<file path="src/rtl/core/ipb_pkg.sv">
`default_nettype none

package ipb_pkg;

   // payload bytes carried by one beat (bytes 0..3 in lo, byte 4 in hi)
   localparam int DATA_BYTES = 5;
   localparam int DATA_BITS  = 8 * DATA_BYTES;

   typedef enum logic [2:0] {
      REQ_NOTIFY  = 3'd0,
      REQ_CONFIRM = 3'd1,
      REQ_TICK    = 3'd2,
      REQ_OPEN    = 3'd3,
      REQ_CLOSE   = 3'd4,
      REQ_ENABLE  = 3'd5,
      REQ_BONDED  = 3'd6
   } ipb_req_code_type;

   localparam logic CHAN_TEMP   = 1'b0;
   localparam logic CHAN_BUTTON = 1'b1;

   typedef struct packed {
      ipb_req_code_type req_type;
      logic             channel;
      logic [15:0]      char_handle;
      logic [2:0]       payload_len;
      logic [31:0]      payload_lo;
      logic [7:0]       payload_hi;
      logic             enable_value;
   } ipb_req_type;

   typedef struct packed {
      logic        send_valid;
      logic [15:0] send_handle;
      logic [2:0]  send_len;
      logic [31:0] send_lo;
      logic [7:0]  send_hi;
      logic        queued;
      logic        dropped;
      logic [4:0]  backlog_count;
   } ipb_rsp_type;

   // one backlog entry, payload already trimmed to its length
   typedef struct packed {
      logic [15:0]          handle;
      logic [2:0]           len;
      logic [DATA_BITS-1:0] data;
   } ipb_entry_type;

   // core to backlog storage
   typedef struct packed {
      logic push;
      logic pop;
   } ipb_fifo_cmd_type;

endpackage

`default_nettype wire

</file>
<file path="src/rtl/core/ipb_backlog_ram.sv">
`default_nettype none

module ipb_backlog_ram
   import ipb_pkg::*;
#(
   parameter int DEPTH = 16
) (
   input  wire logic             clock,
   input  wire logic             reset,
   input  wire ipb_fifo_cmd_type cmd,
   input  wire ipb_entry_type    wr_entry,
   output      ipb_entry_type    head
);

   localparam int AW = (DEPTH > 1) ? $clog2(DEPTH) : 1;
   localparam logic [AW-1:0] LAST = AW'(DEPTH - 1);

   ipb_entry_type mem [DEPTH];

   logic [AW-1:0] wr_ptr_ff, wr_ptr_in;
   logic [AW-1:0] rd_ptr_ff, rd_ptr_in;
   ipb_entry_type head_ff;

   function automatic logic [AW-1:0] ptr_inc(input logic [AW-1:0] p);
      return (p == LAST) ? '0 : p + 1'b1;
   endfunction

   always_comb begin
      wr_ptr_in = cmd.push ? ptr_inc(wr_ptr_ff) : wr_ptr_ff;
      rd_ptr_in = cmd.pop  ? ptr_inc(rd_ptr_ff) : rd_ptr_ff;
   end

   always_ff @(posedge clock) begin
      if (reset) begin
         wr_ptr_ff <= '0;
         rd_ptr_ff <= '0;
      end else begin
         wr_ptr_ff <= wr_ptr_in;
         rd_ptr_ff <= rd_ptr_in;
      end
   end

   // head register always holds the entry at the next read pointer
   always_ff @(posedge clock) begin
      if (cmd.push) begin
         mem[wr_ptr_ff] <= wr_entry;
      end
      if (cmd.push && (wr_ptr_ff == rd_ptr_in)) begin
         head_ff <= wr_entry;
      end else begin
         head_ff <= mem[rd_ptr_in];
      end
   end

   assign head = head_ff;

endmodule

`default_nettype wire

</file>
<file path="src/rtl/core/ipb_pacer_core.sv">
`default_nettype none

module ipb_pacer_core
   import ipb_pkg::*;
#(
   parameter int DEPTH = 16
) (
   input  wire logic             clock,
   input  wire logic             reset,
   input  wire logic             go,
   input  wire ipb_req_type      item,
   input  wire ipb_entry_type    head,
   output      ipb_fifo_cmd_type cmd,
   output      ipb_entry_type    wr_entry,
   output      ipb_rsp_type      rsp
);

   localparam int CW = $clog2(DEPTH + 1);
   localparam logic [CW-1:0] FULL_COUNT = CW'(DEPTH);
   localparam logic [2:0] LEN_MAX = 3'(DATA_BYTES);

   logic conn_open_ff, conn_open_in;
   logic in_flight_ff, in_flight_in;
   logic temp_en_ff, temp_en_in;
   logic button_en_ff, button_en_in;
   logic bonded_ff, bonded_in;
   logic full_ff, full_in;
   logic [CW-1:0] count_ff, count_in;

   logic [2:0] len_sat;
   logic [DATA_BITS-1:0] data_raw;
   logic [DATA_BITS-1:0] data_trim;
   logic allowed;
   logic [CW+4:0] count_ext;

   always_comb begin
      len_sat  = (item.payload_len > LEN_MAX) ? LEN_MAX : item.payload_len;
      data_raw = {item.payload_hi, item.payload_lo};
      for (int b = 0; b < DATA_BYTES; b++) begin
         data_trim[8*b +: 8] = (3'(b) < len_sat) ? data_raw[8*b +: 8] : 8'h00;
      end
      allowed = conn_open_ff &&
                ((item.channel == CHAN_BUTTON) ? (button_en_ff && bonded_ff) : temp_en_ff);
      wr_entry.handle = item.char_handle;
      wr_entry.len    = len_sat;
      wr_entry.data   = data_trim;
   end

   always_comb begin
      conn_open_in = conn_open_ff;
      in_flight_in = in_flight_ff;
      temp_en_in   = temp_en_ff;
      button_en_in = button_en_ff;
      bonded_in    = bonded_ff;
      full_in      = full_ff;
      count_in     = count_ff;
      cmd          = '0;
      rsp          = '0;
      if (go) begin
         unique case (item.req_type)
            REQ_NOTIFY: begin
               if (allowed) begin
                  if (!in_flight_ff) begin
                     rsp.send_valid  = 1'b1;
                     rsp.send_handle = item.char_handle;
                     rsp.send_len    = len_sat;
                     rsp.send_lo     = data_trim[31:0];
                     rsp.send_hi     = data_trim[39:32];
                     in_flight_in    = 1'b1;
                  end else if (full_ff || (count_ff >= FULL_COUNT)) begin
                     rsp.dropped = 1'b1;
                  end else begin
                     cmd.push   = 1'b1;
                     count_in   = count_ff + 1'b1;
                     full_in    = (count_in >= FULL_COUNT);
                     rsp.queued = 1'b1;
                  end
               end
            end
            REQ_CONFIRM: in_flight_in = 1'b0;
            REQ_TICK: begin
               if ((count_ff != '0) && !in_flight_ff && (button_en_ff || temp_en_ff)) begin
                  cmd.pop         = 1'b1;
                  rsp.send_valid  = 1'b1;
                  rsp.send_handle = head.handle;
                  rsp.send_len    = head.len;
                  rsp.send_lo     = head.data[31:0];
                  rsp.send_hi     = head.data[39:32];
                  in_flight_in    = 1'b1;
                  count_in        = count_ff - 1'b1;
                  full_in         = 1'b0;
               end
            end
            REQ_OPEN: begin
               conn_open_in = 1'b1;
               in_flight_in = 1'b0;
            end
            REQ_CLOSE: begin
               conn_open_in = 1'b0;
               in_flight_in = 1'b0;
            end
            REQ_ENABLE: begin
               if (item.channel == CHAN_BUTTON) begin
                  button_en_in = item.enable_value;
               end else begin
                  temp_en_in = item.enable_value;
               end
            end
            REQ_BONDED: bonded_in = 1'b1;
            default: ;
         endcase
      end
      count_ext         = {5'b0, count_in};
      rsp.backlog_count = count_ext[4:0];
   end

   always_ff @(posedge clock) begin
      if (reset) begin
         conn_open_ff <= 1'b0;
         in_flight_ff <= 1'b0;
         temp_en_ff   <= 1'b0;
         button_en_ff <= 1'b0;
         bonded_ff    <= 1'b0;
         full_ff      <= 1'b0;
         count_ff     <= '0;
      end else begin
         conn_open_ff <= conn_open_in;
         in_flight_ff <= in_flight_in;
         temp_en_ff   <= temp_en_in;
         button_en_ff <= button_en_in;
         bonded_ff    <= bonded_in;
         full_ff      <= full_in;
         count_ff     <= count_in;
      end
   end

   a_count_bound: assert property (@(posedge clock) disable iff (reset)
      count_ff <= FULL_COUNT) else $error("backlog count beyond depth");

   a_full_tracks_count: assert property (@(posedge clock) disable iff (reset)
      full_ff == (count_ff == FULL_COUNT)) else $error("full flag out of step with count");

   a_push_counts: assert property (@(posedge clock) disable iff (reset)
      cmd.push |=> (count_ff == $past(count_ff) + 1'b1) && in_flight_ff)
      else $error("push did not bump count");

   a_send_sets_flight: assert property (@(posedge clock) disable iff (reset)
      rsp.send_valid |=> in_flight_ff) else $error("send left in-flight clear");

   a_one_outcome: assert property (@(posedge clock) disable iff (reset)
      $onehot0({rsp.send_valid, rsp.queued, rsp.dropped}))
      else $error("more than one outcome for a beat");

endmodule

`default_nettype wire

</file>
<file path="src/rtl/core/indication_pacer_with_backlog.sv">
`default_nettype none

// channel  | direction | handshake              | payload
// ---------+-----------+------------------------+--------------------------
// req_     | in        | req_valid / req_ready  | req_data  (ipb_req_type)
// rsp_     | out       | rsp_valid / rsp_ready  | rsp_data  (ipb_rsp_type)
//
// every input beat yields exactly one response beat, via the input then the response register
// one beat per cycle unless rsp_ready stalls; one backlog write or read per beat, plus flags
// backlog head is prefetched into a register, so a tick takes it from that register
// synchronous active-high reset clears flags, pointers and count; entries are not cleared
// a stalled rsp_ready holds the response register and the input register behind it

module indication_pacer_with_backlog
   import ipb_pkg::*;
#(
   parameter int BACKLOG_DEPTH = 16
) (
   input  wire logic        clock,
   input  wire logic        reset,
   input  wire logic        req_valid,
   output      logic        req_ready,
   input  wire ipb_req_type req_data,
   output      logic        rsp_valid,
   input  wire logic        rsp_ready,
   output      ipb_rsp_type rsp_data
);

   // input register stage
   logic        in_vld_ff;
   ipb_req_type in_ff;

   // response register stage
   logic        out_vld_ff;
   ipb_rsp_type out_ff;

   logic advance;
   logic go;

   ipb_fifo_cmd_type fifo_cmd;
   ipb_entry_type    fifo_wr;
   ipb_entry_type    fifo_head;
   ipb_rsp_type      rsp_next;

   // response slot is free or being drained this cycle
   assign advance   = !out_vld_ff || rsp_ready;
   // beat in the input register gets processed this cycle
   assign go        = in_vld_ff && advance;
   assign req_ready = !in_vld_ff || advance;

   always_ff @(posedge clock) begin
      if (reset) begin
         in_vld_ff <= 1'b0;
      end else if (req_ready) begin
         in_vld_ff <= req_valid;
      end
   end

   always_ff @(posedge clock) begin
      if (req_ready && req_valid) begin
         in_ff <= req_data;
      end
   end

   always_ff @(posedge clock) begin
      if (reset) begin
         out_vld_ff <= 1'b0;
      end else if (advance) begin
         out_vld_ff <= in_vld_ff;
      end
   end

   always_ff @(posedge clock) begin
      if (go) begin
         out_ff <= rsp_next;
      end
   end

   ipb_pacer_core #(
      .DEPTH (BACKLOG_DEPTH)
   ) u_core (
      .clock    (clock),
      .reset    (reset),
      .go       (go),
      .item     (in_ff),
      .head     (fifo_head),
      .cmd      (fifo_cmd),
      .wr_entry (fifo_wr),
      .rsp      (rsp_next)
   );

   ipb_backlog_ram #(
      .DEPTH (BACKLOG_DEPTH)
   ) u_backlog (
      .clock    (clock),
      .reset    (reset),
      .cmd      (fifo_cmd),
      .wr_entry (fifo_wr),
      .head     (fifo_head)
   );

   assign rsp_valid = out_vld_ff;
   assign rsp_data  = out_ff;

endmodule

`default_nettype wire
</file>
<file path="config.mk">
export PLATFORM = sky130hd
export DESIGN_NAME = indication_pacer_with_backlog
export DESIGN_NICKNAME = d
export VERILOG_FILES = /design/src/rtl/core/ipb_pkg.sv /design/src/rtl/core/ipb_backlog_ram.sv /design/src/rtl/core/ipb_pacer_core.sv /design/src/rtl/core/indication_pacer_with_backlog.sv
export SDC_FILE = /design/constraint.sdc
export NUM_CORES = 1
export LEC_CHECK = 0
export BUFFER_PORTS_ARGS = -buffer_cell sky130_fd_sc_hd__buf_4
export CORE_MARGIN = 4
export CORE_UTILIZATION = 55
export DETAILED_ROUTE_END_ITERATION = 6
export GPL_TIMING_DRIVEN = 0
export PLACE_DENSITY = 0.72
export SYNTH_ARGS = -nofsm -noshare
export SYNTH_HDL_FRONTEND = slang
export SYNTH_SLANG_ARGS = --single-unit
</file>
<file path="constraint.sdc">
create_clock -name clock -period 7.8 [get_ports clock]
set_input_delay 0.78 -clock clock [delete_from_list [all_inputs] [get_ports clock]]
set_output_delay 0.78 -clock clock [all_outputs]
set_load 0.1 [all_outputs]
</file>
==> results of run 1 <==
cells by family after synthesis:
| family | synth area share, % |
|---|---|
| DFF | 77.67 |
| AOI/OAI and AO/OA | 2.481 |
| muxes | 15.23 |
| adders and majority gates | 0.2372 |
| buffers and inverters | 1.450 |
| xor gates and xnor gates | 0.02075 |
| and+or+nand+nor | 2.911 |
power by group through the flow:
stage / registers (W) / clock network, W / logic [W]
2_1_floorplan: 0.00677 / 0 / 0.0000717
5_1_grt: 0.00657 / 0.00551 / 0.000275
3_3_place_gp: 0.00670 / 0 / 0.000243
4_1_cts: 0.00657 / 0.00523 / 0.000261
3_5_place_dp: 0.00669 / 0 / 0.000261
6_report: 0.00657 / 0.00517 / 0.000261
worst max-delay path: cells and delay by family (launching register included):
family	cells	cell delay [ns]
buf+inv	3	0.73
flops	1	0.41
simple gates	4	2.10
metrics by stage:
| step | worst slack, ns | cells |
|---|---|---|
| 3_3_place_gp | -3.858 | 3106 |
| 6_report | 4.235 | 3372 |
| 5_1_grt | 4.123 | 3372 |
| 3_5_place_dp | 4.169 | 3176 |
| 4_1_cts | 4.313 | 3372 |
| 2_1_floorplan | 1.702 | 1940 |
state kept, by name, indices dropped and copies added (netlist names), 4 cells and up, named ones only:
signal               cells
u_backlog.wr_ptr_ff      4
u_core.count_ff          5
rsp_data                67
u_backlog.mem          944
in_ff                   64
u_backlog.rd_ptr_ff      4
synthesized netlist by cell type (18+ instances only):
| cell type | instances |
|---|---|
| clkbuf_1 | 28 |
| mux4_2 | 235 |
| mux2i_1 | 99 |
| edfxtp_1 | 1075 |
| nand3_1 | 25 |
| dfxtp_1 | 25 |
| nand2_1 | 73 |
| buf_2 | 45 |
| and2_1 | 42 |
| a21oi_1 | 18 |
| o221ai_1 | 26 |
| nor2_1 | 28 |
path summary, 6_finish.rpt:
kind                          from                    to  cells past startpoint
setup / recovery         in_ff[63]  u_backlog.mem[8][58]                      7
hold reg to reg   u_core.bonded_ff      u_core.bonded_ff                      2
hold / removal        req_data[18]             in_ff[18]                      1
setup reg to reg         in_ff[63]  u_backlog.mem[8][58]                      7
layer usage:
layer	track usage (%)	wire [um]	up-vias
met4	8.348	3395	0
met2	40.88	49870	1273
li1	-	-	8787
met1	35.83	39650	11260
met5	0	0	-
met3	5.092	9890	221
layout make-up:
class	count	area share, %
flip-flops and latches	1100	66.34
multi-input cells	728	18.08
clock buffers	128	5.727
repair buffers	206	4.578
well taps	1030	2.608
clock inverters	68	1.428
plain buffers	100	1.147
inverters	12	0.09115
==> flow_summary.toml, run 1 <==
[outcome]
outcome = "complete, no violations"

[logic_synthesis]
synth_cell_type_count = 69
ys_seq_elements = 1100
syn_nets = 2016
synth_top_cell_area_share_pct = 76.48
synth-edff-count = 1075
synth_warnings = 0
netlist_area_mm2 = 0.04221
synth_area_leaders = "edfxtp_1 (76%), mux4_2 (13%), mux2i_1 (2.3%)"
yosys.area.top_type = "edfxtp_1"
ys.flop_type = "edfxtp_1"
syn_inst = 1940
ys_seq_area_share_pct = 77.67
synth.avg_cell_area_um2 = 21.76
async_reset_ff_share_pct = 0

[clocking]
ctsRootBufferMaster = "clkbuf_16"
numCtsBuffers = 108
worstSkewPairLatency_ns = 0.67
clock_sinks = 1100
cts_setup_buffers = 0
tritoncts = "done"
cts_max_level = 3
clk_path_buf_depth = 3
post_cts_resized = 0
cts-hold-fix-buffers = 0
path_clk_slew_ns = 0.06

[layout]
area_growth_pct = 17.07
drive_gt1_share_pct = 30.53
antennaDiodeCount = 0
final_cell_mix = "edfxtp_1 (1075), mux4_2 (235), buf_4 (146)"
final_common_cell = "edfxtp_1"
final_util_pct = 65.06
multiInputGateArea_mm2 = 0.008935
nNetsFinal = 2332
regArea_mm2 = 0.03278
fillCellCount = 4847
final_area_mm2 = 0.04941

[power]
p_leak_nw = 15.94
power.switching_w = 0.002423
vdd_drop_max_uv = 191.8
combPwrFrac_pct = 2.2
sequentialPowerShare_pct = 54.7
power_density_mw_per_mm2 = 242.9
p_clk_share_pct = 43.1
power.internal_w = 0.009579
switching_share_pct = 20.19
power_w = 0.01200

[critical_path]
crit_path_end_kind = "flip-flop"
r2r_slack_ns = 4.23
path_cells = "or3_1 > buf_2 > nor3_4 > nand3_1 > nor2_4 > buf_12 > buf_12"
arrival_ns = 3.93
cpMostUsedCell = "buf_12"
worst_ep_required_time_ns = 8.16
path_class = "reg2reg"
crit_fanout = 21
worstSetupStartpointType = "flip-flop"
slowest_stage = "nor2_4"
critPathMaxStageDelay_ns = 0.87

[global_routing]
grt_pass1_wl_um = 149600
grt_overflow_total = 0
grt_pass1_vias = 21960
grt_max_degree = 41
antenna_found_initial = 2
grtUsageTotal_pct = 25.45

[routing]
routed_wl_um = 102800
drt_pre_antenna_iters = 6
vias = 21540
drtAntennaViolNets = 0
routedWlPerCell_um = 30.49
post-route-drc-count = 0
via_per_inst = 6.387
drtIter0Drc = 2903

[floorplanning]
start_util_pct = 55.57
rows = 101
core_mm2 = 0.07595
ios = 137
die_y_um = 285.0
fp.dieW_um = 285.0
die_area_mm2 = 0.08124

[sta]
fin_crit_sh_pct = 45.71
max_slew_margin_pct = 20.79
setup_tns_ns = 0
period_minus_slack_ns = 3.565
final-hold-violation-count = 0
clock_skew_ns = 0.02558
whs_ns = 0.2814
rsz0062_at_grt = "false"
worstMarginPinSlew_ns = 1.188
max_freq_ghz = 0.2805
maxSlewViolCount = 0
setup_violations = 0

[placement]
gp_routability_congestion = 0.8780
place.port_buffers = 136
dp_hpwl_um = 64750
dpl_cell_area_mm2 = 0.04588

[hold_path]
min_path_type = "in2reg"

[flow_run]
cap_violations = 0
No activity file was read; power rests on OpenSTA's default activity.
==> run 2: changes to the inputs <==
Settings changed: PLACE_DENSITY 0.72 to 0.75.
Clock period 7.8 ns to 2.9 ns, I/O delays scaled along.
==> flow_summary.toml, run 2 (synthesis results as in run 1) <==
[power]
p_leak_nw = 16.31
power_density_mw_per_mm2 = 629.1
vdd_drop_max_uv = 471.6

[layout]
nNetsFinal = 2424
layout.cells.non_filler = 3462
drive_gt1_share_pct = 30.28
largest_reg_flops = 944
final_common_cell = "edfxtp_1"
area_growth_pct = 19.44
regMostFlops = "u_backlog.mem"
final_cell_mix = "edfxtp_1 (1075), mux4_2 (235), buf_4 (181)"
fillCellCount = 4671

[routing]
via_per_inst = 6.389
drtIter0Drc = 3002
routedWlPerCell_um = 30.78
post-route-drc-count = 0
routed_wl_um = 106500
vias = 22120
drt_pre_antenna_iters = 6
drtAntennaViolNets = 0

[flow_run]
cap_violations = 0

[critical_path]
cp_num_buf_inv = 4
startpoint = "in_ff[63]"
rr_startpoint = "in_ff[63]"
slowest_stage = "nor2_4"
r2r_slack_ns = -0.02
critical_path.top_delay_family = "simple AND/OR/NAND/NOR gates"
worstSetupStartpointType = "flip-flop"
worst_ep_required_time_ns = 3.25
critPathMaxStageDelay_ns = 0.50
reg2reg_depth = 8
path_class = "reg2reg"
crit_fanout = 22
arrival_ns = 3.28
r2r-end = "u_backlog.mem[15][29]"
crit_path_end_kind = "flip-flop"
path_cells = "or3_1 > buf_4 > nor3_4 > buf_4 > nand3_4 > buf_12 > nor2_4 > buf_12"

[floorplanning]
fp.dieW_um = 285.0
ios = 137
rows = 101
start_util_pct = 55.57
core_mm2 = 0.07595
die_area_mm2 = 0.08124
die_y_um = 285.0

[global_routing]
grt_max_degree = 45
grt_pass1_wl_um = 153900
grt_overflow_total = 0
antenna_found_initial = 3
grt_pass1_vias = 22420
grtUsageTotal_pct = 26.16

[sta]
max_slew_margin_pct = 21.01
fin_crit_sh_pct = 100.8
final-hold-violation-count = 0
clock_skew_ns = 0.03858
worstMarginPinSlew_ns = 1.185
max_freq_ghz = 0.3423
setup_tns_ns = -0.1430
maxSlewViolCount = 0
setup_violations = 17
setup_slack_ns = -0.02175
period_minus_slack_ns = 2.922

[hold_path]
min-delay-start = "rsp_ready"
hold_path_depth = 5
min_to = "in_vld_ff"
min_path_type = "in2reg"

[clocking]
tritoncts = "done"
numCtsBuffers = 106
cts_max_level = 3
clk_path_buf_depth = 3
worstSkewPairLatency_ns = 0.68
ctsRootBufferMaster = "clkbuf_16"
clock_sinks = 1100
path_clk_slew_ns = 0.06

[placement]
place.port_buffers = 136
gp_routability_congestion = 0.8432
placedCellCount = 3162
place_ws_ns = -0.6747
dp_hpwl_um = 64510

[outcome]
outcome = "finished, violations left"
violations = "negative setup slack"
[run 2: cell count changes in the layout (fill, tap and decap cells not counted), sizes merged]
cell / delta
clkdlybuf4s15: +1
clkbuf: +4
bufinv: -5
clkinvlp: -4
dlygate4sd3: +66
diode: +1
buf: +23
clkinv: +1
nor2: +3
[run 2: repair_timing]
item,4_1_cts,5_1_grt
setup buffers,21,19
hold buffers,66,0
cloned,2,1
endpoints found under the hold margin,66,0
resized for setup,6,17
setup endpoints to repair,765,264
pin swaps,14,7
[run 2: through the flow]
stage | hold WS, ns | util (%) | instance area, um^2 | power, W
2_1_floorplan | 0.3889 | - | 42320 | 0.01840
3_3_place_gp | 0.4554 | 58.77 | 44630 | 0.01865
3_5_place_dp | 0.4692 | 60.55 | 45990 | 0.01870
4_1_cts | 0.2443 | 66.07 | 50180 | 0.03187
5_1_grt | 0.3048 | 66.37 | 50410 | 0.03265
6_report | 0.2639 | 66.38 | 50410 | 0.03172
[run 2: final cells by class]
type	instances	area, um^2	share of cell area, %
clock inverters	60	546.8	1.085
diodes	1	2.502	0.004964
plain buffers	99	580.6	1.152
multi-input cells	731	9040	17.93
flip-flops and latches	1100	32780	65.03
clock buffers	131	2778	5.510
well taps	1030	1289	2.556
inverters	12	45.04	0.08935
repair buffers	298	3349	6.644
[run 2: worst min-delay path, stage by stage]
cell	delay (ns)
buf_4	0.08
nor2b_1	0.04
clkbuf_1	0.22
a21oi_1	0.21
nor2_1	0.05
[run 2: how the worst max path moves through the flow]
| stage | end | slack, ns | depth (start not counted) |
|---|---|---|---|
| 3_5_place_dp | u_backlog.mem[9][28] | -0.67 | 7 |
| 6_report | u_backlog.mem[15][29] | -0.02 | 8 |
| 5_1_grt | u_backlog.mem[15][29] | -0.04 | 8 |
| 3_3_place_gp | u_backlog.mem[6][29] | -2.85 | 5 |
| 2_1_floorplan | u_backlog.mem[1][0] | -0.57 | 5 |
| 4_1_cts | u_backlog.mem[1][25] | -0.20 | 10 |
[run 2: power by group]
part	internal [W]	leakage, nW	switching [W]
Sequential	0.0176	9.77	0.0000921
Clock	0.00743	1.62	0.00584
Combinational	0.000208	4.93	0.000572
Total	0.0252	16.3	0.00650
[run 2: layer usage]
layer,track usage [%],share of wire (%)
met2,41.42,48
met3,6.099,11
met4,9.296,4.1
met1,36.43,37
met5,0,0.015
